===== src/hptd_pkg.sv =====
// shared constants and types for the high-pass triangular dither core
package hptd_pkg;

    localparam int SAMPLE_W = 32;
    localparam int OUT_W    = 16;
    localparam int NOISE_W  = 9;
    localparam int CFG_W    = 3;

    localparam logic [31:0] LCG_MUL   = 32'd96314165;
    localparam logic [31:0] LCG_ADD   = 32'd907633515;
    localparam logic [31:0] LCG_RESET = 32'd22222;

    localparam logic [CFG_W-1:0] CFG_RESET = 3'd1;

    localparam logic signed [OUT_W-1:0] OUT_MAX = 16'sh7fff;
    localparam logic signed [OUT_W-1:0] OUT_MIN = -16'sh8000;

    typedef logic signed [SAMPLE_W-1:0] t_sample;
    typedef logic signed [OUT_W-1:0]    t_out;
    typedef logic signed [NOISE_W-1:0]  t_noise;

endpackage


===== src/highpass_triangular_dither_core.sv =====
// top level of the high-pass triangular dither core, 32-bit samples to 16-bit
// pipeline: a stage-1 register holds the input, the output register the result
// throughput: one item per cycle unless the output stalls, set by the seed multiply-add
//   feedback loop and the previous-noise ram read-modify-write, which forwards back-to-back hits
// reset: synchronous active low; seed, channel index, count and the per-entry
//   valid bits are reset at once, no clearing pass over the ram
module highpass_triangular_dither_core #(
    parameter int MAX_CHANNELS_P = 4
) (
    input  logic        i_clk,
    input  logic        i_rst_n,
    input  logic        i_cfg_wr_en,
    input  logic [2:0]  i_cfg_wr_data,   // channel_count
    input  logic        s_axis_tvalid,
    output logic        s_axis_tready,
    input  logic [31:0] s_axis_tdata,    // sample_in
    input  logic        s_axis_tlast,    // block_end
    output logic        m_axis_tvalid,
    input  logic        m_axis_tready,
    output logic [15:0] m_axis_tdata     // sample_out
);

    localparam int CH_W = (MAX_CHANNELS_P > 1) ? $clog2(MAX_CHANNELS_P) : 1;
    localparam int CW   = (CH_W + 1 > hptd_pkg::CFG_W) ? CH_W + 1 : hptd_pkg::CFG_W;
    localparam int ACC_W = hptd_pkg::SAMPLE_W + 2;
    localparam int SH_W  = ACC_W - 8;

    logic [31:0]                   r_seed;
    logic [CH_W-1:0]               r_ch;
    logic [hptd_pkg::CFG_W-1:0]    r_cfg;
    logic [MAX_CHANNELS_P-1:0]     r_vld;

    logic                          r_s1_v;
    hptd_pkg::t_sample             r_s1_sample;
    hptd_pkg::t_noise              r_s1_noise;
    logic [CH_W-1:0]               r_s1_ch;
    logic                          r_s1_hit;
    hptd_pkg::t_noise              r_s1_fwd;
    logic                          r_s1_pvld;

    logic                          r_out_v;
    hptd_pkg::t_out                r_out_data;

    logic                          in_acc;
    logic                          s1_adv;
    logic [31:0]                   n_seed;
    hptd_pkg::t_noise              n_noise;
    logic [CW-1:0]                 cfg_ext;
    logic [CW-1:0]                 eff_cnt;
    logic [CW-1:0]                 ch_inc;
    logic [CH_W-1:0]               n_ch;
    logic [hptd_pkg::NOISE_W-1:0]  rd_data;
    hptd_pkg::t_noise              prev;
    logic signed [ACC_W-1:0]       acc;
    logic signed [SH_W-1:0]        sh;
    hptd_pkg::t_out                sat;

    assign s1_adv        = r_s1_v && (!r_out_v || m_axis_tready);
    assign s_axis_tready = i_rst_n && (!r_s1_v || s1_adv);
    assign in_acc        = s_axis_tvalid && s_axis_tready;

    assign n_seed  = r_seed * hptd_pkg::LCG_MUL + hptd_pkg::LCG_ADD;
    assign n_noise = {~n_seed[8], n_seed[7:0]};

    always_comb begin
        cfg_ext = CW'(r_cfg);
        if (cfg_ext == '0) begin
            eff_cnt = CW'(1);
        end else if (cfg_ext > CW'(MAX_CHANNELS_P)) begin
            eff_cnt = CW'(MAX_CHANNELS_P);
        end else begin
            eff_cnt = cfg_ext;
        end
        ch_inc = CW'(r_ch) + CW'(1);
        if (s_axis_tlast || ch_inc >= eff_cnt) begin
            n_ch = '0;
        end else begin
            n_ch = ch_inc[CH_W-1:0];
        end
    end

    hptd_ram #(
        .WIDTH (hptd_pkg::NOISE_W),
        .DEPTH (MAX_CHANNELS_P)
    ) u_ram (
        .i_clk     (i_clk),
        .i_wr_en   (s1_adv),
        .i_wr_addr (r_s1_ch),
        .i_wr_data (r_s1_noise),
        .i_rd_en   (in_acc),
        .i_rd_addr (r_ch),
        .o_rd_data (rd_data)
    );

    always_comb begin
        if (r_s1_hit) begin
            prev = r_s1_fwd;
        end else if (r_s1_pvld) begin
            prev = hptd_pkg::t_noise'(rd_data);
        end else begin
            prev = '0;
        end
        acc = ACC_W'(r_s1_sample) + ACC_W'(r_s1_noise) - ACC_W'(prev);
        sh  = acc[ACC_W-1:8];
        if (!sh[SH_W-1] && (|sh[SH_W-2:15])) begin
            sat = hptd_pkg::OUT_MAX;
        end else if (sh[SH_W-1] && !(&sh[SH_W-2:15])) begin
            sat = hptd_pkg::OUT_MIN;
        end else begin
            sat = sh[15:0];
        end
    end

    always_ff @(posedge i_clk) begin
        if (!i_rst_n) begin
            r_seed  <= hptd_pkg::LCG_RESET;
            r_ch    <= '0;
            r_cfg   <= hptd_pkg::CFG_RESET;
            r_vld   <= '0;
            r_s1_v  <= 1'b0;
            r_out_v <= 1'b0;
        end else begin
            if (i_cfg_wr_en) begin
                r_cfg <= i_cfg_wr_data;
            end
            if (s1_adv) begin
                r_vld[r_s1_ch] <= 1'b1;
            end
            if (in_acc) begin
                r_seed <= n_seed;
                r_ch   <= n_ch;
            end
            if (in_acc) begin
                r_s1_v <= 1'b1;
            end else if (s1_adv) begin
                r_s1_v <= 1'b0;
            end
            if (s1_adv) begin
                r_out_v <= 1'b1;
            end else if (m_axis_tready) begin
                r_out_v <= 1'b0;
            end
        end
    end

    always_ff @(posedge i_clk) begin
        if (in_acc) begin
            r_s1_sample <= s_axis_tdata;
            r_s1_noise  <= n_noise;
            r_s1_ch     <= r_ch;
            r_s1_hit    <= s1_adv && (r_s1_ch == r_ch);
            r_s1_fwd    <= r_s1_noise;
            r_s1_pvld   <= r_vld[r_ch];
        end
        if (s1_adv) begin
            r_out_data <= sat;
        end
    end

    assign m_axis_tvalid = r_out_v;
    assign m_axis_tdata  = r_out_data;

endmodule


===== src/hptd_ram.sv =====
// generic single-write single-read ram with registered read data
module hptd_ram #(
    parameter int WIDTH = 9,
    parameter int DEPTH = 4
) (
    input  logic                                  i_clk,
    input  logic                                  i_wr_en,
    input  logic [(DEPTH > 1 ? $clog2(DEPTH) : 1)-1:0] i_wr_addr,
    input  logic [WIDTH-1:0]                      i_wr_data,
    input  logic                                  i_rd_en,
    input  logic [(DEPTH > 1 ? $clog2(DEPTH) : 1)-1:0] i_rd_addr,
    output logic [WIDTH-1:0]                      o_rd_data
);

    logic [WIDTH-1:0] r_mem [DEPTH];
    logic [WIDTH-1:0] r_rd_data;

    always_ff @(posedge i_clk) begin
        if (i_wr_en) begin
            r_mem[i_wr_addr] <= i_wr_data;
        end
        if (i_rd_en) begin
            r_rd_data <= r_mem[i_rd_addr];
        end
    end

    assign o_rd_data = r_rd_data;

endmodule


===== config.mk =====
export PLATFORM = sky130hd
export DESIGN_NAME = highpass_triangular_dither_core
export DESIGN_NICKNAME = d
export VERILOG_FILES = /design/src/hptd_pkg.sv /design/src/highpass_triangular_dither_core.sv /design/src/hptd_ram.sv
export SDC_FILE = /design/constraint.sdc
export NUM_CORES = 1
export LEC_CHECK = 0
export ABC_CLOCK_PERIOD_IN_PS = 5250
export BUFFER_PORTS_ARGS = -buffer_cell sky130_fd_sc_hd__buf_4
export CAP_MARGIN = 20
export CORE_MARGIN = 2
export CORE_UTILIZATION = 60
export CTS_CLUSTER_SIZE = 30
export DETAILED_ROUTE_END_ITERATION = 7
export HOLD_SLACK_MARGIN = 0.03
export PLACE_DENSITY = 0.83
export SLEW_MARGIN = 20
export SYNTH_ARGS = -nofsm -noshare
export SYNTH_HDL_FRONTEND = slang
export SYNTH_SLANG_ARGS = --single-unit

===== constraint.sdc =====
create_clock -name i_clk -period 5.25 [get_ports i_clk]
set_input_delay 1.05 -clock i_clk [delete_from_list [all_inputs] [get_ports i_clk]]
set_output_delay 1.05 -clock i_clk [all_outputs]
set_load 0.05 [all_outputs]

==> results.md <==
* Status: complete, no violations
* Compound-Gate Fraction of Synth Area at 15.85%
* First-pass GRT wire length at 27.68 mm
* Reg-to-reg slack, setup at 0.34 ns
* CTS tree: done
* Yosys reg bits at 135
* Netlist cell types at 79
* Synth area leader: edfxtp_1
* DRC viols at 0
* XOR/XNOR Fraction of Synth Area at 6.095%
* Largest net degree at the start of global routing at 49
* Max Cap Viol at 0
* Post-CTS Setup Repair Bufs at 0
* Htree depth at 4
* WL/cell at 17.85 um
* Hold Slack at 0.4676 ns
* Mux share of post-synthesis cell area at 3.063%
* Post-synth EDFFs at 115
* IO Port Bufs at 58
* Clock root buffer: clkbuf_16
* Total track usage at 24.19%
* Hold-fix buffers at CTS at 0
* Detailed Routing Iterations Pass 1 at 7
* Initial antenna violation count at 0
* Sequential area share after synthesis at 46.24%
* Ant. Diodes at 0
* Routed wire length at 16.94 mm
* CP cell instances: nor2b_1 -> a22oi_1 -> fa_1 -> ha_1 -> a21oi_1 -> o21a_4 -> a2bb2oi_2 -> a2111oi_4 -> o31a_1 -> or3_1 -> a221oi_1 -> a31oi_2 -> a31o_1
* Worst-case reg-to-reg path depth at 13
* Worst path slowest cell: edfxtp_1
* Measured slew at the worst slew-check pin at 1.116 ns
* Crit Path Category: flop to flop
* Hold Path Class: flop to flop
* Endpoints failing setup at 0
* Clk pin slew, worst setup/hold paths at 0.06 ns
* Post-synthesis simple-gate area fraction at 7.927%
* Ratio of cells with drive above 1 in the final layout at 17.30%
* Setup TNS at 0 ns
* Via count at 5654
* Share of the synthesized area in the top cell type at 41.44%
* Crit-path leading delay family: compound AO/OA/AOI/OAI gates
* P&R area growth vs syn at 14.29%
* Post-synthesis adder-cell area fraction at 16.78%
* Number of global-route vias before repair at 5747
* Post-DP HPWL at 11.64 mm
* CTS max path bufs at 2
* ANT nets after route at 0
* Crit path DAT at 5.09 ns
* Post-synthesis async set-or-reset flop share at 0%
* Clk_skew at 0.007982 ns
* Critical path buffer and inverter count at 0
* Final critical-path required period at 4.914 ns
* Mapped Area at 8334 um2
* Syn Area/Cell at 12.01 um2
* Vias per cell at 5.958
* Slew headroom at 25.24%
* FMAX at 0.2035 GHz
* Worst Setup SP: r_s1_hit$_DFFE_PP_
* Startpoint types: flop
* Unrepaired setup endpoints after global routing: false
* Syn_nets at 839
* Die area at 14850 um2
* Clk_lat worst skew at 0.43 ns
* Crit path max fanout at 15
* Post-Synthesis Cells at 694
* Nets at 902
* Iteration-0 DRC Markers at 420
* CTS sink cnt at 135
* Grt total ovfl at 0
* Core Area at 13720 um2
* Largest family of logic cells by synthesized area: adder cells
* Io pins at 59
* Final Slew Violations at 0
* Post-CTS sizing at 0
* Reg2reg start: r_s1_hit$_DFFE_PP_
* Main synth FF type: edfxtp_1
* Worst path max stage delay at 0.58 ns
* CP endpoint: m_axis_tdata[14]$_SDFFCE_PP1P_
* Num rows at 43
* Final worst-path cycle share at 93.61%
* Total CTS buffers at 17
* Critical R2R Capture: m_axis_tdata[14]$_SDFFCE_PP1P_
* Worst path depth at 13
* Largest cells by area after synthesis: edfxtp_1 41%, ha_1 14%, dfxtp_1 4.8%, a21o_1 4.1%, xor2_1 3.6%
* Ys Warns at 0
* Die height at 121.9 um
* Fin. Hold Viols at 0
* Die X at 121.9 um
* CP endpoint kind: flop
* Critical Path RT at 5.43 ns
* Initial Utilization at 60.75%
* Placer Congestion at 0.9365
metal layers:
layer	vias up	track usage (%)	share of wire (%)
li1	2710	-	-
met1	2708	30.30	43
met2	197	40.96	50
met3	39	5.150	4.8
met4	0	9.914	2.2
met5	-	0	0
stage by stage:
step	cell area [um2]	worst slack [ns]	instances	util [%]
5_1_grt	9525	0.07682	949	69.43
6_report	9525	0.3356	949	69.43
3_3_place_gp	8914	0.5819	917	64.97
3_5_place_dp	8920	0.4945	917	65.02
2_1_floorplan	8334	0.6320	694	-
4_1_cts	9510	0.3950	948	69.32
cell families (layout without fill, tap and decap cells):
family / after synthesis / after routing
DFF: 135 / 135
AOI/OAI and AO/OA: 182 / 182
muxes: 13 / 13
xor gates and xnor gates: 58 / 58
adders and majority gates: 104 / 104
and+or+nand+nor: 129 / 129
buffers and inverters: 73 / 148
layout by cell type, fill, tap and decap left out, drive strengths merged, types with 6 or more instances in the layout:
cell,synthesis,routed
a21o,46,46
a211oi,7,7
nor2b,9,9
o21ai,25,25
nor3,11,11
o21a,14,14
o211ai,6,6
clkbuf,9,17
a21oi,38,38
a22o,6,6
nand2,39,39
fa,13,13
edfxtp,115,115
xnor2,24,24
dfxtp,20,20
buf,8,62
nor2,29,29
a31oi,10,10
ha,91,91
xor2,34,34
inv,54,61
nand3,7,7
mux4,10,10
flip-flops by register name, indices dropped and copies added (netlist names), 4 cells and up:
| register | cells |
|---|---|
| r_s1_noise | 9 |
| u_ram.r_mem | 36 |
| m_axis_tdata | 16 |
| r_s1_sample | 32 |
| r_vld | 4 |
| r_seed | 9 |
| r_s1_fwd | 9 |
| u_ram.o_rd_data | 9 |
worst register-to-register path, stage by stage, from the launching register on:
cell,delay [ns]
edfxtp_1,0.58
nor2b_1,0.54
a22oi_1,0.17
fa_1,0.48
ha_1,0.37
a21oi_1,0.25
o21a_4,0.17
a2bb2oi_2,0.23
a2111oi_4,0.15
o31a_1,0.33
or3_1,0.33
a221oi_1,0.34
a31oi_2,0.38
a31o_1,0.33
Yosys cell counts (3+ instances only):
| master | number |
|---|---|
| edfxtp_1 | 115 |
| ha_1 | 91 |
| inv_1 | 54 |
| a21o_1 | 45 |
| nand2_1 | 39 |
| a21oi_1 | 36 |
| xor2_1 | 34 |
| nor2_1 | 29 |
| xnor2_1 | 24 |
| o21ai_0 | 22 |
| dfxtp_1 | 20 |
| fa_1 | 13 |
| o21a_1 | 12 |
| nor3_1 | 11 |
| a31oi_1 | 10 |
| mux4_2 | 10 |
| clkbuf_1 | 9 |
| nor2b_1 | 8 |
| a211oi_1 | 7 |
| nand3_1 | 7 |
| a22o_1 | 6 |
| o211ai_1 | 5 |
| buf_6 | 4 |
| nand4_1 | 4 |
| a22oi_1 | 3 |
| and2_1 | 3 |
| buf_1 | 3 |
| mux2i_1 | 3 |
| nor3b_1 | 3 |
| nor4_1 | 3 |
| o21bai_1 | 3 |
| or3_1 | 3 |
how the worst min path moves through the flow:
stage	start	to	cells past startpoint
6_report	r_seed[7]$_SDFFE_PN1P_	r_seed[7]$_SDFFE_PN1P_	2
2_1_floorplan	r_vld[2]$_SDFFE_PN0P_	r_vld[2]$_SDFFE_PN0P_	1
4_1_cts	r_seed[7]$_SDFFE_PN1P_	r_seed[7]$_SDFFE_PN1P_	2
3_3_place_gp	r_vld[2]$_SDFFE_PN0P_	r_vld[2]$_SDFFE_PN0P_	1
3_5_place_dp	r_seed[7]$_SDFFE_PN1P_	r_seed[7]$_SDFFE_PN1P_	2
5_1_grt	r_vld[1]$_SDFFE_PN0P_	r_vld[1]$_SDFFE_PN0P_	1
layout make-up:
cell class	count	area, um2
Timing Repair Buffer	62	485.5
Inverter	55	206.4
Multi-Input combinational cell	486	4164
Clock inverter	14	165.2
Clock buffer	17	425.4
Fill cell	966	4194
Tap cell	180	225.2
Sequential cell	135	3854
Power is not shown: default switching activity piles up to over one toggle a cycle in this logic, so the estimate is an artifact.
